==> src/design/spip_pkg.sv <==
// Package for the SPI port with receive FIFO: command and register codes,
// flag bit layout, shared structs and the flag helper functions.
// No dependencies.
package spip_pkg;

    localparam int RX_FIFO_DEPTH = 2;

    // Input commands
    localparam logic [2:0] CMD_TICK  = 3'd0;
    localparam logic [2:0] CMD_WRITE = 3'd1;
    localparam logic [2:0] CMD_READ  = 3'd2;
    localparam logic [2:0] CMD_CLEAR = 3'd3;
    localparam logic [2:0] CMD_BUSIN = 3'd4;

    // Configuration register indexes
    localparam logic [2:0] CFG_PORT_ENABLE = 3'd0;
    localparam logic [2:0] CFG_HOST_MODE   = 3'd1;
    localparam logic [2:0] CFG_DIV_SEL     = 3'd2;
    localparam logic [2:0] CFG_DOUBLE      = 3'd3;
    localparam logic [2:0] CFG_BUFFERED    = 3'd4;
    localparam logic [2:0] CFG_IRQ_EN      = 3'd5;

    // Flag bits (normal and buffered names share positions)
    localparam logic [7:0] FL_OVF   = 8'h01;
    localparam logic [7:0] FL_DRE   = 8'h20;
    localparam logic [7:0] FL_TXC   = 8'h40;
    localparam logic [7:0] FL_WRCOL = 8'h40;
    localparam logic [7:0] FL_RXC   = 8'h80;
    localparam logic [7:0] FL_IF    = 8'h80;
    localparam logic [7:0] EN_BUF   = 8'hf0;
    localparam logic [7:0] EN_NORM  = 8'h01;
    localparam logic [7:0] BUS_IDLE = 8'hff;

    typedef struct packed {
        logic       port_enable;
        logic       host_mode;
        logic [1:0] div_sel;
        logic       double_speed;
        logic       buffered;
        logic [7:0] irq_en;
    } cfg_t;

    typedef struct packed {
        logic req;
        logic buffered;
    } mode_clear_t;

    typedef struct packed {
        logic [7:0] read_data;
        logic       bus_out_valid;
        logic [7:0] bus_out_byte;
        logic [7:0] status_flags;
        logic       interrupt_request;
        logic       transfer_active;
    } result_t;

    // Ticks of one host transfer: divider * 8 bits, halved at double speed
    function automatic logic [10:0] transfer_ticks(input logic [1:0] sel, input logic dbl);
        logic [10:0] t;
        begin
            case (sel)
                2'd0:    t = 11'd32;
                2'd1:    t = 11'd128;
                2'd2:    t = 11'd512;
                default: t = 11'd1024;
            endcase
            transfer_ticks = dbl ? (t >> 1) : t;
        end
    endfunction

    // Recompute DRE and TXC of the buffered-mode flags
    function automatic logic [7:0] refresh_flags(input logic [7:0] f, input logic qv,
                                                 input logic txc);
        logic [7:0] r;
        begin
            r = f & ~(FL_DRE | FL_TXC);
            if (!qv)
                r = r | FL_DRE;
            if (txc)
                r = r | FL_TXC;
            refresh_flags = r;
        end
    endfunction

endpackage

==> src/design/spip_cfg.sv <==
// Configuration registers of the SPI port.
// Flags a change of the buffered setting so the core can clear its state.
// Depends on spip_pkg.
module spip_cfg (
    input  logic                 clk,
    input  logic                 rst_n,
    input  logic                 cfg_valid,
    output logic                 cfg_ready,
    input  logic [2:0]           cfg_index,
    input  logic [7:0]           cfg_data,
    output spip_pkg::cfg_t       cfg,
    output spip_pkg::mode_clear_t mode_clear
);

    spip_pkg::cfg_t cfg_reg;
    logic           wr;

    assign cfg_ready = 1'b1;
    assign wr        = cfg_valid & cfg_ready;
    assign cfg       = cfg_reg;

    assign mode_clear.req      = wr && (cfg_index == spip_pkg::CFG_BUFFERED)
                                 && (cfg_data[0] != cfg_reg.buffered);
    assign mode_clear.buffered = cfg_data[0];

    always_ff @(posedge clk or negedge rst_n)
    begin
        if (!rst_n)
        begin
            cfg_reg <= '0;
        end
        else if (wr)
        begin
            case (cfg_index)
                spip_pkg::CFG_PORT_ENABLE: cfg_reg.port_enable  <= cfg_data[0];
                spip_pkg::CFG_HOST_MODE:   cfg_reg.host_mode    <= cfg_data[0];
                spip_pkg::CFG_DIV_SEL:     cfg_reg.div_sel      <= cfg_data[1:0];
                spip_pkg::CFG_DOUBLE:      cfg_reg.double_speed <= cfg_data[0];
                spip_pkg::CFG_BUFFERED:    cfg_reg.buffered     <= cfg_data[0];
                spip_pkg::CFG_IRQ_EN:      cfg_reg.irq_en       <= cfg_data;
                default:                   cfg_reg              <= cfg_reg;
            endcase
        end
    end

endmodule

==> src/design/spip_core.sv <==
// Input register, port state and the single-pass step logic of the SPI port.
// Produces one result per item; state advances when the item moves on.
// Depends on spip_pkg.
module spip_core (
    input  logic                  clk,
    input  logic                  rst_n,
    input  logic                  in_valid,
    output logic                  in_ready,
    input  logic [2:0]            command,
    input  logic [7:0]            value,
    input  spip_pkg::cfg_t        cfg,
    input  spip_pkg::mode_clear_t mode_clear,
    output logic                  res_valid,
    input  logic                  res_ready,
    output spip_pkg::result_t     res
);

    localparam int RX_DEPTH_M1 = spip_pkg::RX_FIFO_DEPTH - 1;

    // Input register
    logic       ivld_reg;
    logic [2:0] icmd_reg;
    logic [7:0] ival_reg;
    logic       move;

    // Port state
    logic [7:0]  data_reg, flags_reg, shift_reg, queue_reg, last_in_reg;
    logic        busy_reg, shift_vld_reg, queue_vld_reg, head_reg;
    logic [10:0] ticks_reg;
    logic [1:0]  count_reg;
    logic [7:0]  fifo_mem [RX_DEPTH_M1:0];

    logic [7:0]  data_next, flags_next, shift_next, queue_next, last_in_next;
    logic        busy_next, shift_vld_next, queue_vld_next, head_next;
    logic [10:0] ticks_next;
    logic [1:0]  count_next;

    logic        fifo_we;
    logic        fifo_wa;
    logic [7:0]  fifo_wd;
    logic        push;
    logic [7:0]  push_val;
    logic [7:0]  outb, rdata, bus;
    logic        bus_vld, irq;

    assign move      = ivld_reg & res_ready;
    assign in_ready  = ~ivld_reg | move;
    assign res_valid = ivld_reg;

    always_ff @(posedge clk or negedge rst_n)
    begin
        if (!rst_n)
        begin
            ivld_reg <= 1'b0;
        end
        else if (in_ready)
        begin
            ivld_reg <= in_valid;
        end
    end

    always_ff @(posedge clk)
    begin
        if (in_ready && in_valid)
        begin
            icmd_reg <= command;
            ival_reg <= value;
        end
    end

    always_comb
    begin
        data_next      = data_reg;
        flags_next     = flags_reg;
        busy_next      = busy_reg;
        ticks_next     = ticks_reg;
        shift_next     = shift_reg;
        shift_vld_next = shift_vld_reg;
        queue_next     = queue_reg;
        queue_vld_next = queue_vld_reg;
        head_next      = head_reg;
        count_next     = count_reg;
        last_in_next   = last_in_reg;
        push           = 1'b0;
        push_val       = ival_reg;
        rdata          = 8'h00;
        bus            = 8'h00;
        bus_vld        = 1'b0;
        outb           = shift_vld_reg ? shift_reg : data_reg;
        fifo_we        = 1'b0;
        fifo_wa        = head_reg ^ count_reg[0];
        fifo_wd        = ival_reg;

        case (icmd_reg)
            spip_pkg::CMD_TICK:
            begin
                if (busy_reg)
                begin
                    if (ticks_reg != 11'd0)
                        ticks_next = ticks_reg - 11'd1;
                    if (ticks_next == 11'd0)
                    begin
                        busy_next = 1'b0;
                        if (cfg.port_enable && cfg.host_mode)
                        begin
                            bus_vld = 1'b1;
                            bus     = outb;
                            if (cfg.buffered)
                            begin
                                push     = 1'b1;
                                push_val = last_in_reg;
                                if (queue_vld_reg)
                                begin
                                    // chain the queued byte into a new transfer
                                    queue_vld_next = 1'b0;
                                    flags_next     = spip_pkg::refresh_flags(flags_reg, 1'b0,
                                                                             1'b0);
                                    busy_next      = 1'b1;
                                    shift_next     = queue_reg;
                                    shift_vld_next = 1'b1;
                                    last_in_next   = spip_pkg::BUS_IDLE;
                                    ticks_next     = spip_pkg::transfer_ticks(cfg.div_sel,
                                                                              cfg.double_speed);
                                end
                                else
                                begin
                                    shift_vld_next = 1'b0;
                                    flags_next     = spip_pkg::refresh_flags(flags_reg, 1'b0,
                                                                             1'b1);
                                end
                            end
                            else
                            begin
                                data_next  = last_in_reg;
                                flags_next = flags_reg | spip_pkg::FL_IF;
                            end
                        end
                    end
                end
            end
            spip_pkg::CMD_WRITE:
            begin
                if (!cfg.port_enable)
                begin
                    data_next = ival_reg;
                end
                else if (cfg.buffered)
                begin
                    flags_next = flags_reg & ~spip_pkg::FL_TXC;
                    if (!busy_reg && !shift_vld_reg)
                    begin
                        flags_next     = spip_pkg::refresh_flags(flags_next, queue_vld_reg,
                                                                 1'b0);
                        shift_next     = ival_reg;
                        shift_vld_next = 1'b1;
                        if (cfg.host_mode)
                        begin
                            busy_next    = 1'b1;
                            last_in_next = spip_pkg::BUS_IDLE;
                            ticks_next   = spip_pkg::transfer_ticks(cfg.div_sel,
                                                                    cfg.double_speed);
                        end
                    end
                    else if (!queue_vld_reg)
                    begin
                        queue_next     = ival_reg;
                        queue_vld_next = 1'b1;
                        flags_next     = spip_pkg::refresh_flags(flags_next, 1'b1, 1'b0);
                    end
                end
                else if (busy_reg)
                begin
                    flags_next = flags_reg | spip_pkg::FL_WRCOL;
                end
                else
                begin
                    data_next = ival_reg;
                    if (cfg.host_mode)
                    begin
                        busy_next      = 1'b1;
                        shift_next     = ival_reg;
                        shift_vld_next = 1'b1;
                        last_in_next   = spip_pkg::BUS_IDLE;
                        ticks_next     = spip_pkg::transfer_ticks(cfg.div_sel,
                                                                  cfg.double_speed);
                    end
                end
            end
            spip_pkg::CMD_READ:
            begin
                rdata = data_reg;
                if (cfg.buffered)
                begin
                    if (count_reg != 2'd0)
                    begin
                        // pop: the next entry, if any, sits at the new head
                        head_next  = ~head_reg;
                        count_next = count_reg - 2'd1;
                        data_next  = (count_next != 2'd0) ? fifo_mem[~head_reg] : 8'h00;
                        if (count_next != 2'd0)
                            flags_next = (flags_reg | spip_pkg::FL_RXC) & ~spip_pkg::FL_OVF;
                        else
                            flags_next = flags_reg & ~(spip_pkg::FL_RXC | spip_pkg::FL_OVF);
                    end
                    else
                    begin
                        flags_next = flags_reg & ~(spip_pkg::FL_RXC | spip_pkg::FL_OVF);
                    end
                end
                else
                begin
                    flags_next = flags_reg & ~spip_pkg::FL_IF;
                end
            end
            spip_pkg::CMD_CLEAR:
            begin
                flags_next = flags_reg & ~ival_reg;
            end
            spip_pkg::CMD_BUSIN:
            begin
                if (cfg.port_enable)
                begin
                    if (cfg.host_mode)
                    begin
                        last_in_next = ival_reg;
                    end
                    else
                    begin
                        bus_vld = 1'b1;
                        bus     = outb;
                        if (cfg.buffered)
                        begin
                            push = 1'b1;
                            if (queue_vld_reg)
                            begin
                                shift_next     = queue_reg;
                                shift_vld_next = 1'b1;
                                queue_vld_next = 1'b0;
                                flags_next     = spip_pkg::refresh_flags(flags_reg, 1'b0,
                                                                         1'b0);
                            end
                            else
                            begin
                                shift_vld_next = 1'b0;
                                flags_next     = spip_pkg::refresh_flags(flags_reg, 1'b0,
                                                                         ~busy_reg);
                            end
                        end
                        else
                        begin
                            data_next  = ival_reg;
                            flags_next = flags_reg | spip_pkg::FL_IF;
                        end
                    end
                end
            end
            default:
            begin
                data_next = data_reg;
            end
        endcase

        // Receive FIFO push; touches only data, count, RXC and overflow
        fifo_wd = push_val;
        if (push)
        begin
            if (count_reg == 2'(spip_pkg::RX_FIFO_DEPTH))
            begin
                flags_next = flags_next | spip_pkg::FL_OVF;
            end
            else
            begin
                fifo_we    = 1'b1;
                count_next = count_reg + 2'd1;
                if (count_reg == 2'd0)
                    data_next = push_val;
                flags_next = flags_next | spip_pkg::FL_RXC;
            end
        end

        if (cfg.buffered)
            irq = (flags_next & cfg.irq_en & spip_pkg::EN_BUF) != 8'h00;
        else
            irq = ((flags_next & spip_pkg::FL_IF) != 8'h00)
                  && ((cfg.irq_en & spip_pkg::EN_NORM) != 8'h00);

        res.read_data         = rdata;
        res.bus_out_valid     = bus_vld;
        res.bus_out_byte      = bus;
        res.status_flags      = flags_next;
        res.interrupt_request = irq;
        res.transfer_active   = busy_next;
    end

    always_ff @(posedge clk or negedge rst_n)
    begin
        if (!rst_n)
        begin
            data_reg      <= 8'h00;
            flags_reg     <= 8'h00;
            busy_reg      <= 1'b0;
            ticks_reg     <= 11'd0;
            shift_reg     <= 8'h00;
            shift_vld_reg <= 1'b0;
            queue_reg     <= 8'h00;
            queue_vld_reg <= 1'b0;
            head_reg      <= 1'b0;
            count_reg     <= 2'd0;
            last_in_reg   <= spip_pkg::BUS_IDLE;
        end
        else if (mode_clear.req)
        begin
            // drop transfer, queue, FIFO and flags on a change of buffered mode
            busy_reg      <= 1'b0;
            ticks_reg     <= 11'd0;
            shift_vld_reg <= 1'b0;
            queue_vld_reg <= 1'b0;
            head_reg      <= 1'b0;
            count_reg     <= 2'd0;
            flags_reg     <= mode_clear.buffered ? spip_pkg::FL_DRE : 8'h00;
        end
        else if (move)
        begin
            data_reg      <= data_next;
            flags_reg     <= flags_next;
            busy_reg      <= busy_next;
            ticks_reg     <= ticks_next;
            shift_reg     <= shift_next;
            shift_vld_reg <= shift_vld_next;
            queue_reg     <= queue_next;
            queue_vld_reg <= queue_vld_next;
            head_reg      <= head_next;
            count_reg     <= count_next;
            last_in_reg   <= last_in_next;
        end
    end

    always_ff @(posedge clk)
    begin
        if (move && fifo_we && !mode_clear.req)
        begin
            fifo_mem[fifo_wa] <= fifo_wd;
        end
    end

endmodule

==> src/design/spip_out.sv <==
// Result register of the SPI port: holds one finished item until taken.
// Depends on spip_pkg.
module spip_out (
    input  logic              clk,
    input  logic              rst_n,
    input  logic              res_valid,
    output logic              res_ready,
    input  spip_pkg::result_t res,
    output logic              out_valid,
    input  logic              out_ready,
    output spip_pkg::result_t out_res
);

    logic              vld_reg;
    spip_pkg::result_t res_reg;

    assign res_ready = ~vld_reg | out_ready;
    assign out_valid = vld_reg;
    assign out_res   = res_reg;

    always_ff @(posedge clk or negedge rst_n)
    begin
        if (!rst_n)
        begin
            vld_reg <= 1'b0;
        end
        else if (res_ready)
        begin
            vld_reg <= res_valid;
        end
    end

    always_ff @(posedge clk)
    begin
        if (res_ready && res_valid)
        begin
            res_reg <= res;
        end
    end

endmodule

==> src/design/spi_port_with_rx_fifo.sv <==
// Top level of the SPI port with receive FIFO.
// Depends on spip_pkg, spip_cfg, spip_core and spip_out.
//
//  channel  handshake              payload
//  in       in_valid / in_ready    command[2:0], value[7:0]
//  out      out_valid / out_ready  read_data, bus_out_valid, bus_out_byte,
//                                  status_flags, interrupt_request, transfer_active
//  cfg      cfg_valid / cfg_ready  cfg_index[2:0], cfg_data[7:0]
//
// One item per clock while the output can take it; an item is held in the input
// register, passes through the step logic between the two registers and is captured
// in the output register.
// Stalls on out_ready hold both registers and back up in_ready.
// Reset is asynchronous and clears control state; cfg writes are always ready.
module spi_port_with_rx_fifo (
    input  logic       clk,
    input  logic       rst_n,
    input  logic       in_valid,
    output logic       in_ready,
    input  logic [2:0] command,
    input  logic [7:0] value,
    output logic       out_valid,
    input  logic       out_ready,
    output logic [7:0] read_data,
    output logic       bus_out_valid,
    output logic [7:0] bus_out_byte,
    output logic [7:0] status_flags,
    output logic       interrupt_request,
    output logic       transfer_active,
    input  logic       cfg_valid,
    output logic       cfg_ready,
    input  logic [2:0] cfg_index,
    input  logic [7:0] cfg_data
);

    spip_pkg::cfg_t        cfg;
    spip_pkg::mode_clear_t mode_clear;
    spip_pkg::result_t     res, out_res;
    logic                  res_valid, res_ready;

    spip_cfg u_cfg (
        .clk        (clk),
        .rst_n      (rst_n),
        .cfg_valid  (cfg_valid),
        .cfg_ready  (cfg_ready),
        .cfg_index  (cfg_index),
        .cfg_data   (cfg_data),
        .cfg        (cfg),
        .mode_clear (mode_clear)
    );

    spip_core u_core (
        .clk        (clk),
        .rst_n      (rst_n),
        .in_valid   (in_valid),
        .in_ready   (in_ready),
        .command    (command),
        .value      (value),
        .cfg        (cfg),
        .mode_clear (mode_clear),
        .res_valid  (res_valid),
        .res_ready  (res_ready),
        .res        (res)
    );

    spip_out u_out (
        .clk       (clk),
        .rst_n     (rst_n),
        .res_valid (res_valid),
        .res_ready (res_ready),
        .res       (res),
        .out_valid (out_valid),
        .out_ready (out_ready),
        .out_res   (out_res)
    );

    assign read_data         = out_res.read_data;
    assign bus_out_valid     = out_res.bus_out_valid;
    assign bus_out_byte      = out_res.bus_out_byte;
    assign status_flags      = out_res.status_flags;
    assign interrupt_request = out_res.interrupt_request;
    assign transfer_active   = out_res.transfer_active;

endmodule

==> config.mk <==
export PLATFORM = sky130hd
export DESIGN_NAME = spi_port_with_rx_fifo
export DESIGN_NICKNAME = d
export VERILOG_FILES = /design/src/design/spip_pkg.sv /design/src/design/spip_cfg.sv /design/src/design/spip_core.sv /design/src/design/spip_out.sv /design/src/design/spi_port_with_rx_fifo.sv
export SDC_FILE = /design/constraint.sdc
export NUM_CORES = 1
export LEC_CHECK = 0
export ABC_AREA = 1
export ABC_CLOCK_PERIOD_IN_PS = 3300
export BUFFER_PORTS_ARGS = -buffer_cell sky130_fd_sc_hd__buf_2
export CORE_MARGIN = 8
export CORE_UTILIZATION = 55
export CTS_BUF_LIST = sky130_fd_sc_hd__clkbuf_4
export CTS_CLUSTER_DIAMETER = 120
export CTS_CLUSTER_SIZE = 14
export DETAILED_ROUTE_END_ITERATION = 10
export GPL_TIMING_DRIVEN = 0
export PLACE_DENSITY = 0.74
export SETUP_SLACK_MARGIN = 0.05
export SKIP_CTS_REPAIR_TIMING = 1
export SYNTH_ARGS = -nofsm -noshare
export SYNTH_HDL_FRONTEND = slang
export SYNTH_SLANG_ARGS = --single-unit
==> constraint.sdc <==
create_clock -name clk -period 3.3 [get_ports clk]
set_clock_uncertainty 0.1 [all_clocks]
set_input_delay 0.165 -clock clk [delete_from_list [all_inputs] [get_ports clk]]
set_output_delay 0.165 -clock clk [all_outputs]
set_load 0.03 [all_outputs]
Word-level counts from Yosys, hierarchy flattened
Memory sizes are Yosys's and may differ from the RTL's.
Cells that the tools add are included.
{"block": "totals", "n_memories": 1, "ram_bits": 16, "ff_bits": 111, "output_inout_bits": 30, "wordCells": 289, "in_bits": 27}
{"memory": "u_core.fifo_mem", "depth": 2, "word_bits": 8, "rd": 1, "rd_clocked_by_memory_dff": 0, "wr": 1, "line": "spip_core.sv:31", "rtl": "logic [7:0] fifo_mem [RX_DEPTH_M1:0];"}
{"block": "op_classes", "bitwise": 13, "n_eq_ne": 36, "reduce_logical": 42, "add_sub_neg": 3, "n_mux": 167}
{"operator": "8-bit 2-to-1 mux", "count": 64}
{"operator": "11-bit 2-to-1 mux", "count": 16}
{"operator": "1-bit 2-to-1 mux", "count": 58}
{"operator": "8-bit one-hot mux with 3 select lines", "count": 2}
{"operator": "7-bit 2-to-1 mux", "count": 6}
{"operator": "8-bit one-hot mux with 5 select lines", "count": 1}
{"operator": "11-bit one-hot mux with 3 select lines", "count": 1}
{"operator": "8-bit one-hot mux with 4 select lines", "count": 1}
{"operator": "6-bit 2-to-1 mux", "count": 4}
{"operator": "11-bit one-hot mux with 2 select lines", "count": 1}
{"operator": "3-bit by 2-bit inequality test with 1-bit output (second input constant)", "count": 6}
{"operator": "8-bit bitwise AND", "count": 2}
{"operator": "8-bit one-hot mux with 2 select lines", "count": 1}
{"operator": "2-bit 2-to-1 mux", "count": 7}
{"operator": "2-bit AND reduction", "count": 7}
{"operator": "13-bit AND reduction", "count": 1}
{"operator": "3-bit by 2-bit equality test with 1-bit output (second input constant)", "count": 4}
{"operator": "12-bit AND reduction", "count": 1}
{"operator": "2-bit nonzero test", "count": 6}
{"operator": "11-bit zero test", "count": 1}
{"operator": "11-bit AND reduction", "count": 1}
{"operator": "11-bit nonzero test", "count": 1}
{"operator": "11-bit by 1-bit subtractor with 11-bit output (second input constant)", "count": 1}
{"operator": "2-bit inequality test (second input constant)", "count": 5}
{"operator": "30 further kinds", "count": 63}

Longest topological paths before layout
{"block": "depth", "depth_word": 13, "ltp_mapped": 20, "mapped_depth_nobuf": 19}

Modules after synthesis
Synthesis repeated with hierarchy kept, for this count alone.
{"block": "unflattened", "cells_unflattened": 875, "area_unflattened_um2": 7103.1}
{"module": "spip_core", "area_each_um2": 5586.6, "cells_each": 761, "instances": 1}
{"module": "spip_out", "area_each_um2": 855.8, "cells_each": 33, "instances": 1}
{"module": "spip_cfg", "area_each_um2": 660.6, "cells_each": 81, "instances": 1}

Worst setup path before layout
OpenSTA, ideal clock, no wires.
{"block": "synth_timing", "path_type": "register to register", "start": "register u_out.vld_reg, in the netlist u_out.out_valid", "end": "register u_core.shift_reg[6]", "t_required_ps": 3077, "synth_period_minus_slack_ps": 3076, "stages_incl_launch_ff": 11, "arrival_ps": 2852, "setup_slack_ps": 224, "setup_ps": 123, "cell_sequence": "dfrtp_1 -> nand2_1 -> nand2_1 -> inv_1 -> nand3_1 -> or2_1 -> a2111oi_0 -> nand4_4 -> buf_6 -> nand2_1 -> o21ai_2"}
{"block": "synth_via", "elab_chain_len": 4}
{"element": "from (decl)", "line": "spip_out.sv:14", "rtl": "logic vld_reg;"}
{"element": "from (signal assigned)", "line": "spip_out.sv:29", "rtl": "vld_reg <= res_valid;"}
{"element": "1-bit inverter", "line": "spip_out.sv:17", "rtl": "assign res_ready = ~vld_reg | out_ready;"}
{"element": "1-bit bitwise OR", "line": "spip_out.sv:17"}
{"element": "1-bit bitwise AND", "line": "spip_core.sv:46", "rtl": "assign move = ivld_reg & res_ready;"}
{"element": "net u_core.move", "line": "spip_core.sv:24", "rtl": "logic move;"}
{"element": "12-bit AND reduction (no line)"}
{"element": "to (signal assigned)", "line": "spip_core.sv:328", "rtl": "shift_reg <= shift_next;"}
{"element": "to (decl)", "line": "spip_core.sv:27", "rtl": "logic [7:0] data_reg, flags_reg, shift_reg, queue_reg, last_in_reg;"}
The timed path passes the listed nets, and every way through them passes these cells.
A chain may end at the register's enable or synchronous reset.

Final worst setup path
{"block": "layout_timing", "start": "register u_core.icmd_reg[1]", "end": "register u_core.data_reg[7]"}
{"block": "layout_via", "elab_chain_len": 5, "word_cells_on_any_way": 10}
{"element": "from (decl)", "line": "spip_core.sv:22", "rtl": "logic [2:0] icmd_reg;"}
{"element": "from (signal assigned)", "line": "spip_core.sv:66", "rtl": "icmd_reg <= command;"}
{"element": "3-bit equality test, or another cell as far along", "line": "spip_core.sv:94", "rtl": "case (icmd_reg)"}
{"element": "8-bit one-hot mux with 4 select lines / 8-bit 2-to-1 mux (equally long branches)", "line": "spip_core.sv:94"}
{"element": "8-bit 2-to-1 mux", "line": "spip_core.sv:275", "rtl": "if (count_reg == 2'd0)"}
{"element": "8-bit 2-to-1 mux", "line": "spip_core.sv:267", "rtl": "if (count_reg == 2'(spip_pkg::RX_FIFO_DEPTH))"}
{"element": "8-bit 2-to-1 mux (*)", "line": "spip_core.sv:265", "rtl": "if (push)"}
{"element": "to (signal assigned)", "line": "spip_core.sv:324", "rtl": "data_reg <= data_next;"}
{"element": "to (decl)", "line": "spip_core.sv:27"}
Mark *: on every way between the ends. The rest lies on a longest branch, timed or not.

==> reports/qor.csv <==
metric;value;unit
status;completed;
yosys-top-cells-count;nand2_1, nor2_1, o21ai_0, inv_1, dfrtp_1;
syn_area;6780;µm²
clock_latency;0.55;ns
n_antenna_cell;0;
async_flop_share;56.5;%
max_slew_margin;39.7;%
io_pins;57;
fin_area;7950;µm²
power;5.50;mW
worstSetupEndpointType;register;
syn_inst;824;
setup.worst_path.class;reg2reg;
syn_nets;852;
cts_tree;built;
place_ws;-0.407;ns
min_period_over_period;93.8;%
n_fill_cell;986;
instances_no_fill;1092;
ys_seq_area_share;49.9;%
crit_chain;nor2_1, inv_1, nor2_1, inv_1, nor4_1, nand3_2, nand2_2, inv_2, nor2_4, inv_2, nor2_1, nor2_1, nand2_1, nand2_1;
p_clk_share;20.1;%
total_leakage_power;3.56;nW
grt_pass1_vias;5839;
drtPass1Iterations;5;
dieHeight;127;µm
portBuffers;53;
drive_gt1_share;15.9;%
avgSynthCellArea;8.23;µm²
start_kind;register;
p_per_area;692;nW/µm²
drtIter0Drc;692;
setup_viol;0;
crit_buf_inv;4;
seqPwrFrac;40.5;%
synth.area.top_cells;edfxtp_1, dfrtp_1, nand2_1;
synthFlopType;dfrtp_1;
largest_reg_flops;27;
ys_seq_elements;124;
core-area;12000;µm²
critPathTopFamily;simple AND/OR/NAND/NOR gates;
crit_top_cell;nor2_1;
pwr-share-comb;39.5;%
synth_top_area_share;23.9;%
critPathMaxStageDelay;0.47;ns
p_sw;2.37;mW
die-area;16100;µm²
yosysMostFrequentCell;nand2_1;
die_w;127;µm
tns;0;ns
fmax;0.323;GHz
core.rowCount;40;
wirelength;20400;µm
ys.warnings.count;0;
clock-sinks;124;
whs;0.0179;ns
cp_data_arrival_time;3.44;ns
drtAntennaViolNets;0;
final.min_clock_period;3.10;ns
worst_pin_slew;0.905;ns
placedInstanceArea;7260;µm²
hpwl;14100;µm
syn_to_final_growth;17.2;%
clock_path_buffers;2;
fin_ws;0.204;ns
numCtsBuffers;17;
antenna_found_initial;0;
worstPathMaxFanout;9;
drv_cap;0;
rsz0062_at_grt;no;
grt_use_total;24.0;%
grt_pass1_wl;30100;µm
drc;0;
ff_latch_area;3380;µm²
multiInputGateArea;2980;µm²
place_inst;1025;
fin_nets;960;
swShare;43.0;%
ys_types;48;
utilization;66.2;%
grt_max_degree;49;
path_clk_slew;0.11;ns
power.internal;3.13;mW
htreeDepth;4;
slew_violations;0;
place_congestion;0.961;
initial_core_util;56.5;%
vias;6348;
cp_slowest_cell;edfxtp_1;
cts-root-buf;clkbuf_4;
wl_per_cell;18.7;µm
avgViaCountPerCell;5.81;
overflow;0;
hold_violations;0;
peakVddDrop;0.000469;V
hold_class;in2reg;
synth_top_cell_by_area;edfxtp_1;
required;3.64;ns
synth-edff-count;54;
## power groups by stage
| stage | logic [mW] | clock network, mW | registers [mW] |
|---|---|---|---|
| 2_1_floorplan | 1.44 | 0 | 2.27 |
| 6_report | 2.17 | 1.10 | 2.22 |
| 4_1_cts | 2.04 | 1.11 | 2.21 |
| 3_3_place_gp | 1.97 | 0 | 2.23 |
| 5_1_grt | 2.41 | 1.18 | 2.26 |
| 3_5_place_dp | 2.03 | 0 | 2.24 |
## cell usage in the layout, fill, tap and decap left out, types with 3 or more instances in the layout
cell type / Yosys / layout
buf_2: 3 / 55
clkinvlp_4: 0 / 6
nor2_1: 128 / 125
dfstp_2: 8 / 8
o32ai_1: 9 / 9
o21ai_0: 82 / 82
nand3_1: 36 / 35
nand2_2: 5 / 6
dlygate4sd3_1: 0 / 33
nand2_1: 171 / 170
mux2_2: 3 / 3
o22ai_1: 5 / 5
o211ai_1: 12 / 12
nor3_1: 4 / 4
buf_4: 1 / 3
dfrtp_1: 62 / 62
a211oi_1: 11 / 11
nor2_4: 3 / 5
a21oi_1: 42 / 42
mux2i_1: 8 / 8
inv_2: 6 / 6
o21ai_2: 8 / 8
edfxtp_1: 54 / 54
inv_1: 79 / 78
buf_6: 3 / 3
inv_6: 0 / 4
nand4_1: 10 / 10
a31oi_1: 7 / 7
clkbuf_4: 0 / 18
clkinv_1: 4 / 4
a21oi_2: 8 / 8
o21ai_1: 9 / 9
clkbuf_1: 18 / 18
## worst register-to-register path, stage by stage (launching register included)
cell and delay [ns]:
edfxtp_1 0.47, nor2_1 0.28, inv_1 0.13, nor2_1 0.32
inv_1 0.19, nor4_1 0.35, nand3_2 0.19, nand2_2 0.16
inv_2 0.07, nor2_4 0.24, inv_2 0.18, nor2_1 0.14
nor2_1 0.05, nand2_1 0.10, nand2_1 0.05
## routing by layer
layer,wire [µm],GRT usage (%),up-vias
met5,0,0,-
met4,340,7.42,0
met3,1930,6.49,36
met2,9650,38.0,319
met1,8460,31.4,2967
li1,-,-,3026
## cells by family (layout without fill, tap and decap cells)
group | after synthesis | in the layout | share of synthesized area [%]
compound gates | 201 | 201 | 17.8
other cells | 1 | 1 | 0.0553
xor+xnor | 2 | 2 | 0.258
mux | 11 | 11 | 1.68
buf+inv | 115 | 236 | 6.81
flops | 124 | 124 | 49.9
fa+ha+maj | 1 | 1 | 0.184
simple gates | 369 | 369 | 23.3
## path summary, 6_finish.rpt
path                                    startpoint               endpoint  slack (ns)  depth (start not counted)
worst max-delay path            u_core.icmd_reg[1]     u_core.data_reg[7]        0.20                         14
worst min-delay path                     cfg_valid          u_cfg.cfg[10]        0.02                          5
worst max register to register  u_core.icmd_reg[1]     u_core.data_reg[7]        0.20                         14
worst min register to register  u_core.data_reg[7]     u_core.data_reg[7]        0.39                          2
max in group asynchronous                    rst_n        u_out.out_valid        1.69                          3
min in group asynchronous                    rst_n  u_core.last_in_reg[0]        0.09                          2
## cell type report
cell class,count,share of cell area (%)
repair inverters,1,0.0630
clock buffers,18,1.70
multi-input cells,585,37.5
flip-flops and latches,124,42.6
clock inverters,14,2.03
plain buffers,26,1.61
repair buffers,88,7.96
inverters,89,4.25
well taps,147,2.31
No activity file was read; power rests on OpenSTA's default activity.
